**src/hw/rtl/mavg_pkg.sv**
```systemverilog
package mavg_pkg;

    // Width of the window length register
    localparam int CFG_W = 7;

    // Window length after reset
    localparam logic [CFG_W-1:0] WINDOW_RESET = 7'd8;

    // Command codes carried on s_tuser
    localparam logic CMD_SAMPLE = 1'b0;
    localparam logic CMD_CLEAR  = 1'b1;

    // Controller to datapath
    typedef struct packed {
        logic cfg_write;   // load window length, empty the window
        logic clear;       // empty the window
        logic accept;      // latch sample, read oldest entry
        logic update;      // update sum, count, position, store
        logic div_load;    // start divide of sum by count
        logic div_step;    // one quotient bit
        logic out_load;    // move quotient into output register
    } mavg_cmd_t;

    // Datapath to controller
    typedef struct packed {
        logic out_free;    // output register empty or being drained
    } mavg_status_t;

endpackage

```
**src/hw/rtl/moving_average_filter.sv**
```systemverilog
// Boxcar moving average with a running sum. Each sample beat (s_tuser = 0)
// writes the sample into a ring store, updates the running sum (adding the
// new sample, and once the window is full subtracting the overwritten oldest
// one) and returns the sum divided by the number of samples held, truncated
// toward zero. A clear beat (s_tuser = 1) empties the window and returns
// nothing. Writing the window length on the cfg channel also empties the
// window; a length of 0 acts as 1, one above STORE_DEPTH acts as
// STORE_DEPTH. The average comes from a restoring divider that yields one
// quotient bit per cycle; SUM_W is SAMPLE_WIDTH plus log2 of the largest
// window. The output register lets the next sample start while a result
// waits on m_tready.
module moving_average_filter #(
    parameter int  STORE_DEPTH  = 64,
    parameter int  SAMPLE_WIDTH = 16,
    localparam int TDATA_W      = ((SAMPLE_WIDTH + 7) / 8) * 8
) (
    input  logic                       aclk,
    input  logic                       aresetn,
    // input beats
    input  logic                       s_tvalid,
    output logic                       s_tready,
    input  logic [TDATA_W-1:0]         s_tdata,   // [SAMPLE_WIDTH-1:0] sample
    input  logic                       s_tuser,   // [0] command
    // result beats
    output logic                       m_tvalid,
    input  logic                       m_tready,
    output logic [TDATA_W-1:0]         m_tdata,   // [SAMPLE_WIDTH-1:0] average
    // window length register
    input  logic                       cfg_valid,
    output logic                       cfg_ready,
    input  logic [mavg_pkg::CFG_W-1:0] cfg_data
);
    import mavg_pkg::*;

    localparam int CFG_MAX = (1 << CFG_W) - 1;
    localparam int LEN_MAX = (STORE_DEPTH < CFG_MAX) ? STORE_DEPTH : CFG_MAX;
    localparam int SUM_W   = SAMPLE_WIDTH + $clog2(LEN_MAX);

    mavg_cmd_t               cmd;
    mavg_status_t            status;
    logic [SAMPLE_WIDTH-1:0] average;

    mavg_ctrl #(
        .DIV_STEPS (SUM_W)
    ) u_ctrl (
        .aclk      (aclk),
        .aresetn   (aresetn),
        .s_valid   (s_tvalid),
        .s_ready   (s_tready),
        .s_command (s_tuser),
        .cfg_valid (cfg_valid),
        .cfg_ready (cfg_ready),
        .status    (status),
        .cmd       (cmd)
    );

    mavg_datapath #(
        .STORE_DEPTH  (STORE_DEPTH),
        .SAMPLE_WIDTH (SAMPLE_WIDTH)
    ) u_datapath (
        .aclk     (aclk),
        .aresetn  (aresetn),
        .cmd      (cmd),
        .status   (status),
        .cfg_data (cfg_data),
        .sample   (s_tdata[SAMPLE_WIDTH-1:0]),
        .average  (average),
        .m_valid  (m_tvalid),
        .m_ready  (m_tready)
    );

    // pad bits above the average read as zero
    assign m_tdata = TDATA_W'(average);

endmodule

```
**src/hw/rtl/mavg_datapath.sv**
```systemverilog
module mavg_datapath #(
    parameter int STORE_DEPTH  = 64,
    parameter int SAMPLE_WIDTH = 16
) (
    input  logic                          aclk,
    input  logic                          aresetn,
    input  mavg_pkg::mavg_cmd_t           cmd,
    output mavg_pkg::mavg_status_t        status,
    input  logic [mavg_pkg::CFG_W-1:0]    cfg_data,
    input  logic [SAMPLE_WIDTH-1:0]       sample,
    output logic [SAMPLE_WIDTH-1:0]       average,
    output logic                          m_valid,
    input  logic                          m_ready
);
    import mavg_pkg::*;

    localparam int CFG_MAX = (1 << CFG_W) - 1;
    localparam int LEN_MAX = (STORE_DEPTH < CFG_MAX) ? STORE_DEPTH : CFG_MAX;
    localparam int COUNT_W = $clog2(LEN_MAX + 1);
    localparam int PTR_W   = $clog2(STORE_DEPTH);
    localparam int POS_W   = (PTR_W > COUNT_W) ? PTR_W : COUNT_W;
    localparam int SUM_W   = SAMPLE_WIDTH + $clog2(LEN_MAX);

    logic [SAMPLE_WIDTH-1:0]        store_mem [STORE_DEPTH];

    logic [CFG_W-1:0]               win_reg;
    logic [COUNT_W-1:0]             len;
    logic [POS_W-1:0]               pos_reg, pos_next;
    logic [COUNT_W-1:0]             fill_reg, fill_next;
    logic signed [SUM_W-1:0]        sum_reg, sum_next;
    logic signed [SAMPLE_WIDTH-1:0] sample_reg;
    logic signed [SAMPLE_WIDTH-1:0] old_reg;
    logic                           full;

    logic                           neg_reg;
    logic [SUM_W-1:0]               quo_reg;
    logic [COUNT_W-1:0]             rem_reg;
    logic [COUNT_W:0]               rem_shift;
    logic [COUNT_W:0]               divisor;
    logic                           fits;

    logic [SAMPLE_WIDTH-1:0]        avg_reg;
    logic                           m_valid_reg;

    // Window length clamped to 1..LEN_MAX
    always_comb begin
        if (win_reg == '0) begin
            len = COUNT_W'(1);
        end else if (int'(win_reg) > LEN_MAX) begin
            len = COUNT_W'(LEN_MAX);
        end else begin
            len = COUNT_W'(win_reg);
        end
    end

    assign full = (fill_reg == len);

    always_comb begin
        if (full) begin
            sum_next  = sum_reg - SUM_W'(old_reg) + SUM_W'(sample_reg);
            fill_next = fill_reg;
        end else begin
            sum_next  = sum_reg + SUM_W'(sample_reg);
            fill_next = fill_reg + COUNT_W'(1);
        end
        if ((pos_reg + POS_W'(1)) == POS_W'(len)) begin
            pos_next = '0;
        end else begin
            pos_next = pos_reg + POS_W'(1);
        end
    end

    // Restoring divide step, divisor is the sample count (never zero here)
    assign rem_shift = {rem_reg, quo_reg[SUM_W-1]};
    assign divisor   = {1'b0, fill_reg};
    assign fits      = (rem_shift >= divisor);

    always_ff @(posedge aclk) begin
        if (!aresetn) begin
            win_reg     <= WINDOW_RESET;
            pos_reg     <= '0;
            fill_reg    <= '0;
            sum_reg     <= '0;
            m_valid_reg <= 1'b0;
        end else begin
            if (cmd.cfg_write) begin
                win_reg <= cfg_data;
            end
            if (cmd.cfg_write || cmd.clear) begin
                pos_reg  <= '0;
                fill_reg <= '0;
                sum_reg  <= '0;
            end else if (cmd.update) begin
                pos_reg  <= pos_next;
                fill_reg <= fill_next;
                sum_reg  <= sum_next;
            end
            if (cmd.out_load) begin
                m_valid_reg <= 1'b1;
            end else if (m_ready) begin
                m_valid_reg <= 1'b0;
            end
        end
    end

    // Sample store: oldest entry read on accept, new sample written on update
    always_ff @(posedge aclk) begin
        if (cmd.accept) begin
            old_reg <= store_mem[pos_reg[PTR_W-1:0]];
        end
        if (cmd.update) begin
            store_mem[pos_reg[PTR_W-1:0]] <= sample_reg;
        end
    end

    always_ff @(posedge aclk) begin
        if (cmd.accept) begin
            sample_reg <= sample;
        end
        if (cmd.div_load) begin
            neg_reg <= sum_reg[SUM_W-1];
            quo_reg <= sum_reg[SUM_W-1] ? SUM_W'(-sum_reg) : SUM_W'(sum_reg);
            rem_reg <= '0;
        end else if (cmd.div_step) begin
            if (fits) begin
                rem_reg <= COUNT_W'(rem_shift - divisor);
            end else begin
                rem_reg <= rem_shift[COUNT_W-1:0];
            end
            quo_reg <= {quo_reg[SUM_W-2:0], fits};
        end
        if (cmd.out_load) begin
            avg_reg <= neg_reg ? -quo_reg[SAMPLE_WIDTH-1:0] : quo_reg[SAMPLE_WIDTH-1:0];
        end
    end

    assign status.out_free = !m_valid_reg || m_ready;
    assign average         = avg_reg;
    assign m_valid         = m_valid_reg;

endmodule

```
**src/hw/rtl/mavg_ctrl.sv**
```systemverilog
module mavg_ctrl #(
    parameter int DIV_STEPS = 22
) (
    input  logic                   aclk,
    input  logic                   aresetn,
    input  logic                   s_valid,
    output logic                   s_ready,
    input  logic                   s_command,
    input  logic                   cfg_valid,
    output logic                   cfg_ready,
    input  mavg_pkg::mavg_status_t status,
    output mavg_pkg::mavg_cmd_t    cmd
);
    import mavg_pkg::*;

    localparam int CNT_W = $clog2(DIV_STEPS);

    typedef enum logic [2:0] {
        ST_IDLE,
        ST_UPDATE,
        ST_LOAD,
        ST_DIV,
        ST_DONE
    } state_t;

    state_t           state_reg, state_next;
    logic [CNT_W-1:0] cnt_reg, cnt_next;
    logic             take;

    // input beat taken: idle and no window length write pending
    assign take = s_valid && !cfg_valid && (state_reg == ST_IDLE);

    always_comb begin
        state_next = state_reg;
        cnt_next   = cnt_reg;
        cmd        = '0;
        s_ready    = 1'b0;
        cfg_ready  = 1'b0;
        case (state_reg)
            ST_IDLE: begin
                cfg_ready     = 1'b1;
                s_ready       = !cfg_valid;
                cmd.cfg_write = cfg_valid;
                cmd.clear     = take && (s_command == CMD_CLEAR);
                cmd.accept    = take && (s_command == CMD_SAMPLE);
                if (cmd.accept) begin
                    state_next = ST_UPDATE;
                end
            end
            ST_UPDATE: begin
                cmd.update = 1'b1;
                state_next = ST_LOAD;
            end
            ST_LOAD: begin
                cmd.div_load = 1'b1;
                cnt_next     = '0;
                state_next   = ST_DIV;
            end
            ST_DIV: begin
                cmd.div_step = 1'b1;
                cnt_next     = cnt_reg + CNT_W'(1);
                if (cnt_reg == CNT_W'(DIV_STEPS - 1)) begin
                    state_next = ST_DONE;
                end
            end
            ST_DONE: begin
                if (status.out_free) begin
                    cmd.out_load = 1'b1;
                    state_next   = ST_IDLE;
                end
            end
            default: begin
                state_next = ST_IDLE;
            end
        endcase
    end

    always_ff @(posedge aclk) begin
        if (!aresetn) begin
            state_reg <= ST_IDLE;
            cnt_reg   <= '0;
        end else begin
            state_reg <= state_next;
            cnt_reg   <= cnt_next;
        end
    end

endmodule

```
**config.mk**
```make
export PLATFORM = sky130hd
export DESIGN_NAME = moving_average_filter
export DESIGN_NICKNAME = d
export VERILOG_FILES = /design/src/hw/rtl/mavg_pkg.sv /design/src/hw/rtl/moving_average_filter.sv /design/src/hw/rtl/mavg_datapath.sv /design/src/hw/rtl/mavg_ctrl.sv
export SDC_FILE = /design/constraint.sdc
export NUM_CORES = 1
export LEC_CHECK = 0
export ABC_AREA = 1
export ABC_CLOCK_PERIOD_IN_PS = 4650
export BUFFER_PORTS_ARGS = -buffer_cell sky130_fd_sc_hd__buf_2
export CORE_ASPECT_RATIO = 0.8
export CORE_UTILIZATION = 43
export DETAILED_ROUTE_END_ITERATION = 8
export PLACE_DENSITY = 0.59
export RECOVER_POWER = 50
export SKIP_LAST_GASP = 1
export SLEW_MARGIN = 10
export SYNTH_ARGS = -nofsm -noshare
export SYNTH_HDL_FRONTEND = slang
export SYNTH_HIERARCHICAL = 1
export SYNTH_SLANG_ARGS = --single-unit
```
**constraint.sdc**
```tcl
create_clock -name aclk -period 4.65 [get_ports aclk]
set_clock_uncertainty 0.05 [all_clocks]
set_input_delay 0.465 -clock aclk [delete_from_list [all_inputs] [get_ports aclk]]
set_output_delay 0.465 -clock aclk [all_outputs]
set_load 0.05 [all_outputs]
```
==> results of run 1 <==
-- cell families (layout without fill, tap and decap cells) --
kind of cell | after synthesis | in the layout | synth area share (%)
AND/OR/NAND/NOR | 1742 | 1742 | 14.8
flip-flops | 1154 | 1154 | 70.4
buffers and inverters | 540 | 808 | 4.43
AO/OA/AOI/OAI | 495 | 495 | 6.77
adder cells (fa/ha/maj) | 79 | 79 | 2.40
XOR/XNOR | 69 | 69 | 1.25
other | 0 | 1 | 0
-- power by group through the flow --
stage                     clock network [mW]  logic, mW  registers, mW
after CTS                               9.06       3.71           11.9
after detailed placement                   0       3.68           12.1
final                                   8.93       3.73           11.9
after global placement                     0       3.64           12.1
after floorplan                            0       2.46           12.1
after global routing                    9.44       4.14           12.0
-- path summary, 6_finish.rpt --
kind / startpoint / to
hold / removal: aresetn / u_datapath/win_reg[5]
setup reg to reg: u_datapath/sample_reg[2] / u_datapath/store_mem[43][2]
setup / recovery: u_datapath/sample_reg[2] / u_datapath/store_mem[43][2]
hold reg to reg: u_datapath/pos_reg[6] / u_datapath/pos_reg[6]
-- routing by layer --
metal  wire, µm  share of wire [%]  vias to the layer above
li1           -                  -                    14648
met1      63800                 44                    16085
met2      61600                 43                     1557
met3      15200                 11                      191
met4       3390                2.4                        2
met5         11             0.0076                        -
-- metrics by stage --
stage	utilization [%]	power (mW)	hold slack [ns]	instance area (µm²)
final	49.5	24.6	0.0494	54900
after global routing	49.5	25.5	0.0566	54900
after CTS	49.6	24.7	0.00489	55000
after detailed placement	46.2	15.8	0.419	51200
after global placement	46.1	15.8	0.420	51200
after floorplan	-	14.6	0.376	48400
-- repair_timing --
item,CTS,global route
hold endpoints to repair,23,0
resized for setup,0,0
hold buffers,23,0
-- placed cells by master, fill, tap and decap left out, drive strengths merged, types with 87 or more instances in the layout --
master,instances
a21oi,91
a22oi,88
buf,163
clkbuf,159
edfxtp,1095
inv,399
nand2,1192
nand3,170
nand4,87
nor2,242
o21ai,146
-- area by class of cell --
class / instances / area, µm² / share of cell area [%]
Clock buffer: 130 / 2810 / 5.11
Antenna cell: 1 / 2.50 / 0.00455
Tap cell: 1498 / 1870 / 3.41
Multi-Input combinational cell: 2385 / 12300 / 22.4
Inverter: 395 / 1490 / 2.72
Clock inverter: 68 / 737 / 1.34
Sequential cell: 1154 / 34100 / 62.0
Timing Repair Buffer: 215 / 1650 / 3.01
==> results.json, run 1 <==
{
  "worst_setup_path_end_kind": "flop",
  "cp.required_ns": 4.55,
  "seqPwrFrac_pct": 48.5,
  "drt_iter0_markers": 3749,
  "largest_register_ffs": 1024,
  "cp_max_fo": 63,
  "hold_depth": 3,
  "antenna_found_initial": 4,
  "busiest_layer": "met1",
  "grtUsageTotal_pct": 25.3,
  "cts.clk_slew.worst_paths_ns": 0.06,
  "setup-tns-final_ns": 0,
  "path_cells": "clkbuf_1",
  "die_w_um": 377,
  "place_ws_ns": 1.13,
  "finalNonFillerCells": 5846,
  "firstDrtPassIters": 6,
  "dp.final_hpwl_mm": 88.5,
  "ys.flop_type": "edfxtp_1",
  "cp-start-kind": "flop",
  "cts_tree": "built",
  "gr-usage-met1_pct": 38.1,
  "gp_congestion": 0.923,
  "syn_to_final_growth_pct": 13.5,
  "tightest_slew_ns": 3.63,
  "fill_cells": 9767,
  "post_cts_buffers": 0,
  "netlist.area_leader.share_pct": 68.0,
  "first_global_vias": 30230,
  "crit_family": "buffers and inverters",
  "synth_seq_area_share_pct": 70.4,
  "grt_use_met2_pct": 36.9,
  "synth.most_common_cell": "nand2_1",
  "synth_area_leader_cell": "edfxtp_1",
  "worst-path-stages": 1,
  "rsz0062_at_grt": "false",
  "outcome": "complete, but fails checks",
  "cp_num_buf_inv": 1,
  "p_sw_mw": 6.79,
  "grt_pass1_wl_mm": 209,
  "r2r_slack_ns": 0.55,
  "start_util_pct": 43.6,
  "syn_avg_cell_area_um2": 11.9,
  "finalSetupViolations": 0,
  "htreeDepth": 3,
  "period_share_pct": 88.1,
  "io_buffers": 47,
  "ios": 48,
  "yosysWarnings": 6,
  "fin_ws_ns": 0.552,
  "grtUsageMet3_pct": 5.86,
  "finalNetCount": 4368,
  "maxSlewHeadroom_pct": -142,
  "drt-vias-per-instance": 5.56,
  "ir_drop_v": 0.000357,
  "dp.cells": 5624,
  "synth_edf_count": 1095,
  "vias": 32483,
  "fmax_mhz": 244,
  "cts_made_buffers": 109,
  "cp_data_arrival_time_ns": 4.00,
  "internal-power_mw": 17.8,
  "core-area_um2": 111000,
  "period_needed_ns": 4.10,
  "hold_viol": 0,
  "ys_seq_elements": 1154,
  "yosys.cell_types.count": 46,
  "leakagePower_nw": 20.0,
  "clockRootBuffer": "clkbuf_16",
  "drive_above_1_share_pct": 8.97,
  "synth_nets": 4187,
  "die_h_um": 302,
  "p_per_area_nw_per_um2": 448,
  "crit_type": "reg -> reg",
  "postSynthCellCount": 4079,
  "async_flop_share_pct": 0,
  "dieArea_um2": 114000,
  "cpPeakStageDelay_ns": 2.59,
  "grt_overflow_total": 0,
  "power_frac_clock_pct": 36.3,
  "synthTopCellsByArea": "edfxtp_1, nand2_1, inv_1",
  "critPathSlowestCell": "clkbuf_1",
  "ff2ff_path_depth": 1,
  "synthTopCellsByCount": "nand2_1, edfxtp_1, inv_1",
  "violations": "capacitance limit, slew limit",
  "clkSinkCount": 1154,
  "row_count": 109,
  "drc": 0,
  "p_comb_share_pct": 15.2,
  "synth_area_um2": 48400,
  "clock_latency_ns": 0.72,
  "routed_wl_mm": 144,
  "drv_slew": 294,
  "final_antenna_net_count": 0,
  "cap_violations": 5,
  "hold_path.class": "in -> reg",
  "grt_max_degree": 97,
  "switching_share_pct": 27.6,
  "wire_per_inst_um": 24.6,
  "clk_path_buf_depth": 3
}
Note: power is estimated with default switching activity, not from simulation.
==> run 2, diff against run 1 <==
--- a/config.mk
+++ b/config.mk
@@ -17,5 +17,4 @@
 export SLEW_MARGIN = 10
 export SYNTH_ARGS = -nofsm -noshare
 export SYNTH_HDL_FRONTEND = slang
-export SYNTH_HIERARCHICAL = 1
 export SYNTH_SLANG_ARGS = --single-unit
==> run 2 against run 1 <==
  * Register-to-register slack worse by 0.09 ns
  * Synthesized cell count about the same
  * Critical path depth unchanged
  * The flow still finishes with violations (capacitance limit, slew limit)
  * First-iteration DRC count up 10%
  * Die area up 0.35%
  * Worst setup slack worse by 0.090 ns
  * Sequential share of layout area up 0.30 points
  * Non-clock buffer count down 17
  * Clock power down 4.6%
  * Flip-flop and latch count unchanged
==> results.json, run 2 <==
{
  "grt_overflow_total": 0,
  "cts.clk_slew.worst_paths_ns": 0.06,
  "wire_per_inst_um": 24.6,
  "antenna_found_initial": 9,
  "rsz0062_at_grt": "false",
  "design_area_um2": 54700,
  "vias": 32223,
  "core-area_um2": 111000,
  "period_share_pct": 90.1,
  "clk_path_buf_depth": 3,
  "die_h_um": 303,
  "crit_family": "buffers and inverters",
  "leakagePower_nw": 19.9,
  "postSynthCellCount": 4080,
  "fmax_mhz": 239,
  "cts_tree": "built",
  "start_util_pct": 43.7,
  "synthTopCellsByArea": "edfxtp_1, nand2_1, inv_1",
  "grt_pass1_wl_mm": 207,
  "first_global_vias": 29946,
  "clock_latency_ns": 0.73,
  "syn_to_final_growth_pct": 12.6,
  "critPathSlowestCell": "clkbuf_1",
  "yosys.cell_types.count": 46,
  "clkSinkCount": 1154,
  "final_common_cell": "nand2_1",
  "grtUsageTotal_pct": 25.1,
  "violations": "capacitance limit, slew limit",
  "cp_num_buf_inv": 1,
  "htreeDepth": 3,
  "final_antenna_net_count": 0,
  "setup-tns-final_ns": 0,
  "largest_register_ffs": 1024,
  "cap_violations": 11,
  "ys_seq_elements": 1154,
  "cp.required_ns": 4.55,
  "firstDrtPassIters": 6,
  "hold_path.class": "in -> reg",
  "dieArea_um2": 114000,
  "dp.final_hpwl_mm": 89.1,
  "clockRootBuffer": "clkbuf_16",
  "layout_common_cells": "nand2_1, edfxtp_1, inv_1",
  "tightest_slew_ns": 3.75,
  "worst_hold_slack_ns": 0.0752,
  "row_count": 109,
  "cp_data_arrival_time_ns": 4.09,
  "syn_avg_cell_area_um2": 11.9,
  "ir_drop_v": 0.000346,
  "cpPeakStageDelay_ns": 2.65,
  "yosysWarnings": 0,
  "cp_max_fo": 63,
  "drc": 0,
  "path_cells": "clkbuf_1",
  "synth_seq_area_share_pct": 70.2,
  "drive_above_1_share_pct": 8.37,
  "synth_nets": 4189,
  "hold_viol": 0,
  "finalSetupViolations": 0,
  "worst_setup_path_end_kind": "flop",
  "async_flop_share_pct": 0,
  "placed_area_um2": 51200,
  "period_needed_ns": 4.19,
  "synth_edf_count": 1095,
  "synthTopCellsByCount": "nand2_1, edfxtp_1, inv_1",
  "io_buffers": 47,
  "routed_wl_mm": 143,
  "die_w_um": 378,
  "drt-vias-per-instance": 5.53,
  "crit_type": "reg -> reg",
  "fin_util_pct": 49.2,
  "finalNetCount": 4353,
  "gp_congestion": 0.919,
  "ys.flop_type": "edfxtp_1",
  "outcome": "complete, but fails checks",
  "synth.most_common_cell": "nand2_1",
  "maxSlewHeadroom_pct": -150,
  "cts_made_buffers": 108,
  "netlist.area_leader.share_pct": 67.7,
  "grt_max_degree": 67,
  "drv_slew": 640,
  "synth_area_um2": 48600,
  "ios": 48,
  "p_per_area_nw_per_um2": 437,
  "cp-start-kind": "flop",
  "fill_cells": 9844,
  "drt_iter0_markers": 4141,
  "synth_area_leader_cell": "edfxtp_1"
}
==> run 2: changes by cell type in the layout (fill, tap and decap cells not counted), moves of 12 or more <==
cell | before | now
inv_1 | 381 | 348
o21ai_1 | 18 | 49
nand2_1 | 1185 | 1206
nand4_1 | 87 | 127
o21ai_0 | 127 | 95
nand3_1 | 169 | 149
nand3b_1 | 6 | 24
a22oi_1 | 88 | 110
o2111ai_1 | 69 | 43
buf_4 | 124 | 102
a22o_1 | 35 | 47
a221oi_1 | 22 | 0
==> run 2: final cells by class <==
cell class | instances | area (µm²) | share of cell area [%]
Sequential cell | 1154 | 34100 | 62.3
Multi-Input combinational cell | 2419 | 12500 | 22.8
Clock buffer | 137 | 2810 | 5.14
Tap cell | 1498 | 1870 | 3.43
Timing Repair Buffer | 198 | 1540 | 2.81
Inverter | 363 | 1380 | 2.52
Clock inverter | 56 | 526 | 0.961
Antenna cell | 3 | 7.51 | 0.0137
==> run 2: logic make-up after synthesis <==
kind of cell               share of synthesized area [%]
xor gates and xnor gates                            1.15
DFF                                                 70.2
AOI/OAI and AO/OA                                   6.48
adders and majority gates                           2.42
and+or+nand+nor                                     15.5
buffers and inverters                               4.29
==> run 2: metal layers <==
layer	share of wire, %	track usage, %	vias to the layer above	routed length [µm]
met2	43	36.4	1521	61000
met1	45	38.7	15894	64600
met3	10	4.99	164	14800
met5	0.0091	0	-	13
li1	-	-	14642	-
met4	2.1	5.65	2	2940
==> run 2: worst paths after layout <==
path | from | endpoint | slack [ns] | cells after the start
worst max-delay path | u_datapath.sample_reg[8] | u_datapath.store_mem[36][8] | 0.46 | 1
worst min register to register | u_datapath.rem_reg[3] | u_datapath.rem_reg[3] | 0.43 | 2
worst max register to register | u_datapath.sample_reg[8] | u_datapath.store_mem[36][8] | 0.46 | 1
worst min-delay path | aresetn | u_datapath.win_reg[3] | 0.08 | 2
==> run 2: timing repair <==
action,4_1_cts,5_1_grt
hold buffers,23,0
buffers inserted,0,0
gates resized for setup,0,0
hold endpoints to repair,23,0
==> run 2: stage by stage <==
step | cells | power (mW) | worst slack, ns
floorplan | 4080 | 14.5 | 1.02
global placement | 5609 | 15.5 | 0.849
detailed placement | 5609 | 15.6 | 0.808
CTS | 5825 | 24.0 | 0.823
global route | 5825 | 24.8 | 0.475
finish | 5828 | 23.9 | 0.462
==> run 2: where the power goes <==
| group | switching (mW) | internal (mW) |
|---|---|---|
| registers | 0.220 | 11.7 |
| clock network | 3.90 | 4.62 |
| logic | 2.46 | 1.04 |
